==> config.mk <==
export PLATFORM = sky130hd
export DESIGN_NAME = buddy_block_allocator_top
export DESIGN_NICKNAME = d
export VERILOG_FILES = /design/src/rtl/core/bba_pkg.sv /design/src/rtl/core/buddy_block_allocator_top.sv /design/src/rtl/core/bba_datapath.sv /design/src/rtl/core/bba_ctrl.sv
export SDC_FILE = /design/constraint.sdc
export NUM_CORES = 2
export LEC_CHECK = 0
export BUFFER_PORTS_ARGS = -buffer_cell sky130_fd_sc_hd__buf_2
export CORE_ASPECT_RATIO = 1.25
export CORE_MARGIN = 2
export CORE_UTILIZATION = 55
export DETAILED_ROUTE_END_ITERATION = 8
export GPL_ROUTABILITY_DRIVEN = 0
export GPL_TIMING_DRIVEN = 0
export PLACE_DENSITY = 0.71
export SETUP_SLACK_MARGIN = 0.4
export SLEW_MARGIN = 20
export SYNTH_ARGS = -nofsm -noshare
export SYNTH_HDL_FRONTEND = slang
export SYNTH_SLANG_ARGS = --single-unit
==> constraint.sdc <==
create_clock -name aclk -period 11.1 [get_ports aclk]
set_input_delay 1.665 -clock aclk [delete_from_list [all_inputs] [get_ports aclk]]
set_output_delay 1.665 -clock aclk [all_outputs]
set_load 0.05 [all_outputs]
==> src/rtl/core/bba_pkg.sv <==
// bba_pkg: shared types and codes for the buddy block allocator
// used by bba_ctrl, bba_datapath and buddy_block_allocator_top; no dependencies
package bba_pkg;

    localparam int WordBits = 32;
    localparam int WordLog  = 5;

    localparam logic [1:0] STATUS_OK  = 2'd0;
    localparam logic [1:0] STATUS_OOM = 2'd1;
    localparam logic [1:0] STATUS_BAD = 2'd2;

    localparam logic FUNC_ALLOC = 1'b0;
    localparam logic FUNC_FREE  = 1'b1;

    // controller to datapath
    typedef struct packed {
        logic       load;       // latch request fields
        logic       start;      // set order and block index for the request
        logic       clr;        // clearing pass write
        logic       rd;         // read the word holding the current or buddy bit
        logic       buddy;      // address the buddy block instead of the current one
        logic       scan_next;  // step to the next word of the order
        logic       take;       // claim lowest free bit of the read word
        logic       split;      // go one order down, block index doubled
        logic       wr_set;     // mark current or buddy free
        logic       wr_clr;     // mark buddy taken and go one order up
        logic [1:0] res;        // result status code
    } cmd_t;

    // datapath to controller
    typedef struct packed {
        logic accept;
        logic is_free;
        logic bad;
        logic found;
        logic ord_eq_need;
        logic ord_top;
        logic word_nz;
        logic bit_hit;
        logic clr_last;
        logic out_free;
    } sts_t;

endpackage

==> src/rtl/core/buddy_block_allocator_top.sv <==
// buddy_block_allocator_top: binary buddy allocator with valid/ready channels
// depends on bba_pkg, bba_ctrl, bba_datapath
//
// binary buddy allocator over 2^POOL_ORDER minimum blocks. one transaction in
// gives one transaction out. allocate (func 0) rounds request_size up to a
// power-of-two order, picks the smallest order with a free block and within it
// the lowest address, then splits down; free (func 1) returns a block and
// merges it with free buddies on either side. free bits live in a memory of
// 32-bit words, one word read or written per cycle, with a free counter per
// order so the starting order is found in one step. allocate scans the words
// of the chosen order and then splits down level by level; free walks up
// the merge levels and then sets the bit of the merged block; bad requests
// and out-of-memory go straight to the result. a result waits until the
// output register can take it. after reset the block runs a clearing pass
// with s_ready low. a finished result sits in the output register while the
// next transaction is accepted.
module buddy_block_allocator_top import bba_pkg::*; #(
    parameter int POOL_ORDER = 10
) (
    input  logic        aclk,
    input  logic        aresetn,
    input  logic        s_valid,
    output logic        s_ready,
    input  logic        s_func,
    input  logic [10:0] s_request_size,
    input  logic [9:0]  s_block_addr,
    input  logic [3:0]  s_block_order,
    output logic        m_valid,
    input  logic        m_ready,
    output logic [1:0]  m_status,
    output logic [9:0]  m_granted_addr,
    output logic [3:0]  m_granted_order
);

    cmd_t       cmd;
    sts_t       sts, sts_dp;
    logic       idle, done;
    logic [1:0] res_status;
    logic [9:0] res_addr;
    logic [3:0] res_order;

    logic       m_valid_reg;
    logic [1:0] status_reg;
    logic [9:0] addr_reg;
    logic [3:0] order_reg;

    // input accepted only while the sequencer waits for work
    assign s_ready = idle;

    always_comb begin
        sts          = sts_dp;
        sts.accept   = s_valid && s_ready;
        sts.out_free = !m_valid_reg || m_ready;
    end

    bba_ctrl u_ctrl (
        .aclk    (aclk),
        .aresetn (aresetn),
        .sts     (sts),
        .cmd     (cmd),
        .idle    (idle),
        .done    (done)
    );

    bba_datapath #(.POOL_ORDER(POOL_ORDER)) u_dp (
        .aclk           (aclk),
        .aresetn        (aresetn),
        .cmd            (cmd),
        .s_func         (s_func),
        .s_request_size (s_request_size),
        .s_block_addr   (s_block_addr),
        .s_block_order  (s_block_order),
        .sts_dp         (sts_dp),
        .res_status     (res_status),
        .res_addr       (res_addr),
        .res_order      (res_order)
    );

    // output register, loaded only when empty or being drained
    always_ff @(posedge aclk) begin
        if (!aresetn) begin
            m_valid_reg <= 1'b0;
        end else if (done) begin
            m_valid_reg <= 1'b1;
        end else if (m_ready) begin
            m_valid_reg <= 1'b0;
        end
    end

    always_ff @(posedge aclk) begin
        if (done) begin
            status_reg <= res_status;
            addr_reg   <= res_addr;
            order_reg  <= res_order;
        end
    end

    assign m_valid         = m_valid_reg;
    assign m_status        = status_reg;
    assign m_granted_addr  = addr_reg;
    assign m_granted_order = order_reg;

endmodule

==> src/rtl/core/bba_datapath.sv <==
// bba_datapath: free-bit memory, per-order free counters and request registers
// depends on bba_pkg
module bba_datapath import bba_pkg::*; #(
    parameter int POOL_ORDER = 10
) (
    input  logic        aclk,
    input  logic        aresetn,
    input  cmd_t        cmd,
    input  logic        s_func,
    input  logic [10:0] s_request_size,
    input  logic [9:0]  s_block_addr,
    input  logic [3:0]  s_block_order,
    output sts_t        sts_dp,
    output logic [1:0]  res_status,
    output logic [9:0]  res_addr,
    output logic [3:0]  res_order
);

    localparam int OW        = $clog2(POOL_ORDER + 1);
    localparam int SmallBase = (POOL_ORDER >= WordLog) ? ((1 << (POOL_ORDER - 4)) - 1) : 0;
    localparam int Depth     = SmallBase + WordLog;
    localparam int AW        = $clog2(Depth);

    function automatic logic [AW-1:0] widx(input logic [OW-1:0] o,
                                           input logic [POOL_ORDER-1:0] b);
        int nb;
        int r;
        nb = POOL_ORDER - int'(o);
        if (nb >= WordLog) r = ((1 << (nb - WordLog)) - 1) + (int'(b) >> WordLog);
        else r = SmallBase + nb;
        return AW'(r);
    endfunction

    logic                  func_reg;
    logic [10:0]           size_reg;
    logic [9:0]            addr_reg;
    logic [3:0]            bord_reg;
    logic [OW-1:0]         ord_reg, ord_next;
    logic [OW-1:0]         need_reg;
    logic [POOL_ORDER-1:0] blk_reg, blk_next;
    logic [WordBits-1:0]   rdata_reg;
    logic [AW-1:0]         clr_reg;
    logic [POOL_ORDER:0]   cnt_reg [POOL_ORDER+1];
    logic [WordBits-1:0]   mem [Depth];

    logic [3:0]            need4;
    logic [10:0]           sm1;
    logic                  found;
    logic [OW-1:0]         ford;
    logic [4:0]            lb;
    logic                  bad;
    logic [POOL_ORDER-1:0] tgt;
    logic [4:0]            tpos;
    logic                  we;
    logic [AW-1:0]         waddr;
    logic [WordBits-1:0]   wdata;
    logic                  inc, dec;

    // rounded order of the request size
    always_comb begin
        sm1   = size_reg - 11'd1;
        need4 = 4'd0;
        for (int i = 0; i < 11; i++) begin
            if (sm1[i]) need4 = 4'(i + 1);
        end
        if (size_reg == 11'd0) need4 = 4'd0;
    end

    // smallest order at or above need with a free block
    always_comb begin
        found = 1'b0;
        ford  = '0;
        for (int o = 0; o <= POOL_ORDER; o++) begin
            if (!found && o >= int'(need4) && cnt_reg[o] != '0) begin
                found = 1'b1;
                ford  = OW'(o);
            end
        end
    end

    // lowest set bit of the read word
    always_comb begin
        lb = 5'd0;
        for (int i = WordBits - 1; i >= 0; i--) begin
            if (rdata_reg[i]) lb = 5'(i);
        end
    end

    always_comb begin
        if (func_reg == FUNC_ALLOC) begin
            bad = (size_reg == 11'd0) || (int'(need4) > POOL_ORDER);
        end else begin
            bad = (int'(bord_reg) > POOL_ORDER) ||
                  ((int'(addr_reg) & ((1 << int'(bord_reg)) - 1)) != 0) ||
                  (int'(addr_reg) >= (1 << POOL_ORDER));
        end
    end

    assign tgt  = cmd.buddy ? (blk_reg ^ POOL_ORDER'(1)) : blk_reg;
    assign tpos = 5'(tgt);

    always_comb begin
        we    = 1'b0;
        waddr = widx(ord_reg, tgt);
        wdata = rdata_reg;
        inc   = 1'b0;
        dec   = 1'b0;
        if (cmd.clr) begin
            we    = 1'b1;
            waddr = clr_reg;
            wdata = (int'(clr_reg) == SmallBase) ? WordBits'(1) : '0;
        end else if (cmd.take) begin
            we    = 1'b1;
            wdata = rdata_reg & ~(WordBits'(1) << lb);
            dec   = 1'b1;
        end else if (cmd.wr_set) begin
            we    = 1'b1;
            wdata = rdata_reg | (WordBits'(1) << tpos);
            // a bit that is already free is not counted twice
            inc   = !rdata_reg[tpos];
        end else if (cmd.wr_clr) begin
            we    = 1'b1;
            wdata = rdata_reg & ~(WordBits'(1) << tpos);
            dec   = 1'b1;
        end
    end

    always_ff @(posedge aclk) begin
        if (we) mem[waddr] <= wdata;
        if (cmd.rd) rdata_reg <= mem[widx(ord_reg, tgt)];
    end

    always_comb begin
        ord_next = ord_reg;
        blk_next = blk_reg;
        if (cmd.start) begin
            if (func_reg == FUNC_ALLOC) begin
                ord_next = ford;
                blk_next = '0;
            end else begin
                ord_next = OW'(bord_reg);
                blk_next = POOL_ORDER'(int'(addr_reg) >> int'(bord_reg));
            end
        end else if (cmd.scan_next) begin
            blk_next = POOL_ORDER'(int'(blk_reg) + WordBits);
        end else if (cmd.take) begin
            blk_next = (blk_reg & ~POOL_ORDER'(WordBits - 1)) | POOL_ORDER'(lb);
        end else if (cmd.split) begin
            ord_next = ord_reg - OW'(1);
            blk_next = blk_reg << 1;
        end else if (cmd.wr_clr) begin
            ord_next = ord_reg + OW'(1);
            blk_next = blk_reg >> 1;
        end
    end

    always_ff @(posedge aclk) begin
        if (cmd.load) begin
            func_reg <= s_func;
            size_reg <= s_request_size;
            addr_reg <= s_block_addr;
            bord_reg <= s_block_order;
        end
        if (cmd.start) need_reg <= OW'(need4);
        ord_reg <= ord_next;
        blk_reg <= blk_next;
    end

    always_ff @(posedge aclk) begin
        if (!aresetn) begin
            clr_reg <= '0;
            for (int o = 0; o <= POOL_ORDER; o++) begin
                cnt_reg[o] <= (o == POOL_ORDER) ? (POOL_ORDER + 1)'(1) : '0;
            end
        end else begin
            if (cmd.clr) clr_reg <= clr_reg + AW'(1);
            if (inc) cnt_reg[ord_reg] <= cnt_reg[ord_reg] + (POOL_ORDER + 1)'(1);
            if (dec) cnt_reg[ord_reg] <= cnt_reg[ord_reg] - (POOL_ORDER + 1)'(1);
        end
    end

    always_comb begin
        sts_dp             = '0;
        sts_dp.is_free     = (func_reg == FUNC_FREE);
        sts_dp.bad         = bad;
        sts_dp.found       = found;
        sts_dp.ord_eq_need = (ord_reg == need_reg);
        sts_dp.ord_top     = (int'(ord_reg) == POOL_ORDER);
        sts_dp.word_nz     = (rdata_reg != '0);
        sts_dp.bit_hit     = rdata_reg[tpos];
        sts_dp.clr_last    = (int'(clr_reg) == Depth - 1);
    end

    always_comb begin
        res_status = cmd.res;
        res_addr   = '0;
        res_order  = '0;
        if (cmd.res == STATUS_OK) begin
            res_order = 4'(ord_reg);
            if (func_reg == FUNC_ALLOC) res_addr = 10'(int'(blk_reg) << int'(need_reg));
        end
    end

    a_take_nonzero: assert property (@(posedge aclk) disable iff (!aresetn)
        cmd.take |-> rdata_reg != '0) else $error("take on an empty word");
    a_no_underflow: assert property (@(posedge aclk) disable iff (!aresetn)
        dec |-> cnt_reg[ord_reg] != '0) else $error("free counter underflow");
    a_order_range: assert property (@(posedge aclk) disable iff (!aresetn)
        cmd.rd |-> int'(ord_reg) <= POOL_ORDER) else $error("order out of range");

endmodule

==> src/rtl/core/bba_ctrl.sv <==
// bba_ctrl: request sequencer for the buddy block allocator
// depends on bba_pkg
module bba_ctrl import bba_pkg::*; (
    input  logic aclk,
    input  logic aresetn,
    input  sts_t sts,
    output cmd_t cmd,
    output logic idle,
    output logic done
);

    typedef enum logic [3:0] {
        S_CLEAR, S_IDLE, S_CHECK, S_SCAN_RD, S_SCAN_CHK, S_SPLIT, S_SPLIT_RD,
        S_SPLIT_WR, S_MRG, S_MRG_CHK, S_SET_RD, S_SET_WR, S_DONE
    } state_t;

    state_t     state_reg, state_next;
    logic [1:0] res_reg, res_next;

    always_comb begin
        state_next = state_reg;
        res_next   = res_reg;
        cmd        = '0;
        cmd.res    = res_reg;
        done       = 1'b0;
        unique case (state_reg)
            S_CLEAR: begin
                cmd.clr = 1'b1;
                if (sts.clr_last) state_next = S_IDLE;
            end
            S_IDLE: begin
                if (sts.accept) begin
                    cmd.load   = 1'b1;
                    state_next = S_CHECK;
                end
            end
            S_CHECK: begin
                res_next = STATUS_OK;
                if (sts.bad) begin
                    res_next   = STATUS_BAD;
                    state_next = S_DONE;
                end else if (!sts.is_free && !sts.found) begin
                    res_next   = STATUS_OOM;
                    state_next = S_DONE;
                end else begin
                    cmd.start  = 1'b1;
                    state_next = sts.is_free ? S_MRG : S_SCAN_RD;
                end
            end
            S_SCAN_RD: begin
                cmd.rd     = 1'b1;
                state_next = S_SCAN_CHK;
            end
            S_SCAN_CHK: begin
                if (sts.word_nz) begin
                    cmd.take   = 1'b1;
                    state_next = sts.ord_eq_need ? S_DONE : S_SPLIT;
                end else begin
                    cmd.scan_next = 1'b1;
                    state_next    = S_SCAN_RD;
                end
            end
            S_SPLIT: begin
                cmd.split  = 1'b1;
                state_next = S_SPLIT_RD;
            end
            S_SPLIT_RD: begin
                cmd.rd     = 1'b1;
                cmd.buddy  = 1'b1;
                state_next = S_SPLIT_WR;
            end
            S_SPLIT_WR: begin
                cmd.wr_set = 1'b1;
                cmd.buddy  = 1'b1;
                state_next = sts.ord_eq_need ? S_DONE : S_SPLIT;
            end
            S_MRG: begin
                if (sts.ord_top) begin
                    state_next = S_SET_RD;
                end else begin
                    cmd.rd     = 1'b1;
                    cmd.buddy  = 1'b1;
                    state_next = S_MRG_CHK;
                end
            end
            S_MRG_CHK: begin
                cmd.buddy = 1'b1;
                if (sts.bit_hit) begin
                    cmd.wr_clr = 1'b1;
                    state_next = S_MRG;
                end else begin
                    state_next = S_SET_RD;
                end
            end
            S_SET_RD: begin
                cmd.rd     = 1'b1;
                state_next = S_SET_WR;
            end
            S_SET_WR: begin
                cmd.wr_set = 1'b1;
                state_next = S_DONE;
            end
            S_DONE: begin
                if (sts.out_free) begin
                    done       = 1'b1;
                    state_next = S_IDLE;
                end
            end
            default: state_next = S_IDLE;
        endcase
    end

    always_ff @(posedge aclk) begin
        if (!aresetn) begin
            state_reg <= S_CLEAR;
            res_reg   <= STATUS_OK;
        end else begin
            state_reg <= state_next;
            res_reg   <= res_next;
        end
    end

    assign idle = (state_reg == S_IDLE);

endmodule
==> impl_table.tex <==
\begin{tabular}{lr}
\hline
Metric & Value \\
\hline
\multicolumn{2}{l}{\textbf{Synth}} \\
Post-Synth Simple-Gate Area & 0.1360 \\
Area share of xor/xnor cells in the synthesized design & 0.003267 \\
Complex-gate fraction of the synthesized area & 0.07162 \\
Yosys warning count & 0 \\
Sequential area share after synthesis & 0.7229 \\
Adder-cell area share of the yosys netlist & 0.004643 \\
Share of flip-flops with an asynchronous set or reset after synthesis & 0 \\
Mean cell area of the mapped netlist & 13.50 sq um \\
Post-synth EDFFs & 2433 \\
Post-synth net total & 7612 \\
Synthesized netlist cell count & 7546 \\
Multiplexer share of the synthesized area & 0.03982 \\
Area of the mapped netlist & 101900 sq um \\
Dominant combinational cell family by area after synthesis & simple AND/OR/NAND/NOR gates \\
Count of unique library cells instantiated by Yosys & 99 \\
Flip-flop cell with the highest count after synthesis & sky130\_fd\_sc\_hd\_\_edfxtp\_1 \\
Number of synthesized register bits & around 2500 \\
\multicolumn{2}{l}{\textbf{STA}} \\
RSZ-0062 raised after global routing & no \\
Period Utilization, post-route & 0.7516 \\
Number of max-slew violations in the final report & 0 \\
Highest achievable clock rate & 0.1199 GHz \\
Finish-stage setup viols & 0 \\
Min Clock Period, post-route & between 8000 and 9000 ps \\
Slew at the pin with the worst max-slew slack & between 1000 and 1500 ps \\
Relative slew margins & 0.04412 \\
Final hold violations & 0 \\
Maximum clock skew at final layout & roughly 52 ps \\
\multicolumn{2}{l}{\textbf{Finish}} \\
Number of fill cells in the layout & 12810 \\
Commonest non-fill, non-tap cells in the layout & 2433 x sky130\_fd\_sc\_hd\_\_edfxtp\_1, 2033 x sky130\_fd\_sc\_hd\_\_nand2\_1, 394 x sky130\_fd\_sc\_hd\_\_clkbuf\_1 \\
Area of all placed cells without fillers & 116600 sq um \\
Max reg flops & 2176 \\
Most common cell after layout, fill and taps aside & sky130\_fd\_sc\_hd\_\_edfxtp\_1 \\
Share of layout cells above drive strength 1 & 0.1255 \\
Fin util & 0.6335 \\
Nets & 8089 \\
Area added between synthesis and finish & 14.49\% \\
\multicolumn{2}{l}{\textbf{Routing}} \\
Routed vias/inst & 6.463 \\
Detailed-routing iteration count for the pre-antenna-repair pass & 9 \\
Detail-routed net length per standard cell & 28.81 um \\
Total Wirelength & about 300000 um \\
Remaining antenna violation count after routing & 0 \\
Iteration-0 DRC Markers & around 9900 \\
Vias & 68580 \\
Drt drc & 39 \\
\multicolumn{2}{l}{\textbf{GRT}} \\
First-pass GRT wire length & 440000 um \\
Fraction of met3 tracks used by global routing & 0.08501 \\
Vias in the first global route & roughly 67000 \\
Combined global-route utilization of all metal layers & 0.3206 \\
Maximum number of pins on one net before global-route repair & 69 \\
GR Layer Usage met2 & 0.5037 \\
Gr busiest metal & met2 \\
Initial antenna violation count & 15 \\
Fraction of met1 tracks used by global routing & 0.3944 \\
Gr ovfl total & 0 \\
\multicolumn{2}{l}{\textbf{Critical path}} \\
Arrival time at the worst endpoint & 9000 ps \\
Crit Path Max Fanout & 20 \\
Kind of end point of the critical path & register \\
Setup slack of the worst register-to-register path & 2760 ps \\
Critical path launch point type & register \\
Cell-by-cell trace of the critical path & buf\_4 > clkbuf\_1 > clkinv\_1 > ha\_1 > clkbuf\_1 > nor2b\_1 > mux2i\_1 > o21ai\_0 > nand2\_1 > ha\_1 > inv\_1 > ha\_1 > mux2i\_1 > buf\_2 > buf\_2 > buf\_2 > nor3\_1 > o21ai\_4 > nor2\_4 > buf\_16 \\
WP buf/inv & 9 \\
Highest-delay cell along the critical path & sky130\_fd\_sc\_hd\_\_o21ai\_4 \\
Required time of the critical path & 11760 ps \\
Kind of critical path & reg -> reg \\
Kind of cell adding the most delay to the critical path & buffers and inverters \\
Highest cell delay on the worst timing path & approximately 860 ps \\
\multicolumn{2}{l}{\textbf{CTS}} \\
Post-cts sizing count & 0 \\
Root cell of the clock tree & sky130\_fd\_sc\_hd\_\_clkbuf\_16 \\
Clk sinks & around 2500 \\
Number of buffers on the longest clock path & 3 \\
Number of buffers inserted by post-CTS setup repair & 0 \\
Post-cts hold buffer count & 0 \\
Clock slew seen by the registers of the worst setup and hold paths & 60 ps \\
Number of buffers created by CTS & 221 \\
Worst skew pair latency & 910 ps \\
H-tree depth & 4 \\
TritonCTS clock tree & yes \\
\multicolumn{2}{l}{\textbf{Placed design}} \\
HPWL reported at the end of detailed placement & 216800 um \\
DP Area & 109500 sq um \\
Count of input and output buffers & 47 \\
\multicolumn{2}{l}{\textbf{Min path}} \\
Worst Hold Class & reg -> reg \\
\multicolumn{2}{l}{\textbf{Run status}} \\
Violations in the final reports & DRC \\
Status & complete, but fails checks \\
\multicolumn{2}{l}{\textbf{Die}} \\
Row count & 176 \\
Die Area & roughly 190000 sq um \\
Chip height & 485.2 um \\
Die boundary width & 388.9 um \\
Boundary pin count & 48 \\
Area of the core & 184100 sq um \\
Initial Util & 0.5533 \\
\multicolumn{2}{l}{\textbf{Power}} \\
Worst IR Drop VDD & $\sim$180 uV \\
Pwr per Cell Area & 152.7 nW/um\^{}2 \\
Leakage power figure & 39.75 nW \\
\multicolumn{2}{l}{\textbf{Run}} \\
Maximum capacitance violations & 0 \\
\hline
\end{tabular}
-- cell usage after synthesis, drive strengths merged, types with 6 or more instances --
cell	n	area share
nor3	67	0.0035
a21o	17	0.0013
o31ai	13	0.0011
nand2b	20	0.0013
xor2	8	0.00069
xnor2	30	0.0026
nand4	11	0.00068
o311ai	9	0.00077
nand3	316	0.016
mux2i	35	0.0036
a2111oi	35	0.0031
mux4	159	0.035
o22ai	136	0.0084
a32oi	7	0.00097
nand2	2051	0.076
a311oi	64	0.0055
mux2	10	0.0011
a31oi	322	0.020
o21ai	123	0.0063
or2	10	0.00061
nor2	262	0.0097
a21oi	168	0.0084
ha	33	0.0041
inv	58	0.0022
o211ai	31	0.0024
a211oi	12	0.0011
o21a	9	0.00066
a221oi	12	0.0011
o221ai	10	0.00086
nor4	35	0.0022
edfxtp	2433	0.72
nor2b	27	0.0017
nor3b	6	0.00044
clkbuf	341	0.013
a32o	33	0.0032
and2	23	0.0014
dfxtp	29	0.0057
nand3b	11	0.00081
buf	143	0.0070
and3	328	0.020
o41ai	33	0.0028
-- routing by layer --
layer	vias up	part of all wire
li1	29330	-
met1	33750	0.34
met2	4582	0.46
met3	912	0.12
met4	10	0.075
met5	-	0.00029
-- worst register-to-register path, stage by stage, from the launching register on --
cell and delay (ps):
sky130_fd_sc_hd__edfxtp_1 400, sky130_fd_sc_hd__buf_4 220, sky130_fd_sc_hd__clkbuf_1 540, sky130_fd_sc_hd__clkinv_1 510
sky130_fd_sc_hd__ha_1 380, sky130_fd_sc_hd__clkbuf_1 230, sky130_fd_sc_hd__nor2b_1 210, sky130_fd_sc_hd__mux2i_1 80
sky130_fd_sc_hd__o21ai_0 310, sky130_fd_sc_hd__nand2_1 110, sky130_fd_sc_hd__ha_1 290, sky130_fd_sc_hd__inv_1 40
sky130_fd_sc_hd__ha_1 280, sky130_fd_sc_hd__mux2i_1 810, sky130_fd_sc_hd__buf_2 850, sky130_fd_sc_hd__buf_2 610
sky130_fd_sc_hd__buf_2 540, sky130_fd_sc_hd__nor3_1 180, sky130_fd_sc_hd__o21ai_4 860, sky130_fd_sc_hd__nor2_4 370
sky130_fd_sc_hd__buf_16 290
-- per-stage QoR --
step                      setup TNS, ps  setup slack, ps  hold slack (ps)  cells  total power (W)
after floorplan                       0             3776            447.5   7546          0.01040
after global placement         -1796640            -4195            489.1   9996          0.01045
after detailed placement              0             3073            500.4  10200          0.01048
after CTS                             0             3044            505.8  10610          0.01783
after global routing                  0             2632            528.5  10610          0.01817
final                                 0             2757            510.9  10610          0.01781
-- where the power goes --
group / internal [W] / leakage (nW) / switching (W)
Combinational: 0.0000477 / 13.9 / 0.0000938
Sequential: 0.0101 / 22.5 / 0.0000204
Clock: 0.00411 / 3.43 / 0.00342
Total: 0.0143 / 39.7 / 0.00353
-- final timing paths --
path | startpoint | to | depth (start not counted)
worst max-delay path | u_dp.ord_reg[0]$_DFFE_PP_ | u_dp.mem[35][7]$_DFFE_PP_ | 20
worst min-delay path | u_dp.cnt_reg[10][4]$_SDFFE_PN0P_ | u_dp.cnt_reg[10][4]$_SDFFE_PN0P_ | 2
worst max register to register | u_dp.ord_reg[0]$_DFFE_PP_ | u_dp.mem[35][7]$_DFFE_PP_ | 20
worst min register to register | u_dp.cnt_reg[10][4]$_SDFFE_PN0P_ | u_dp.cnt_reg[10][4]$_SDFFE_PN0P_ | 2
-- logic make-up after synthesis --
group,count (synthesis)
adders and majority gates,36
xor gates and xnor gates,38
AOI/OAI and AO/OA,1076
DFF,2462
muxes,204
buffers and inverters,543
and+or+nand+nor,3187
-- cell type report --
type / instances / area [sq um] / area share
flip-flops and latches: 2462 / 73640 / 0.6314
repair buffers: 254 / 3555 / 0.03048
clock inverters: 123 / 1181 / 0.01013
diodes: 3 / 7.507 / 0.00006437
inverters: 59 / 224.0 / 0.001920
well taps: 2403 / 3007 / 0.02578
clock buffers: 282 / 5853 / 0.05019
plain buffers: 484 / 1991 / 0.01707
multi-input cells: 4541 / 27160 / 0.2329
Note: power is estimated with default switching activity, not from simulation.
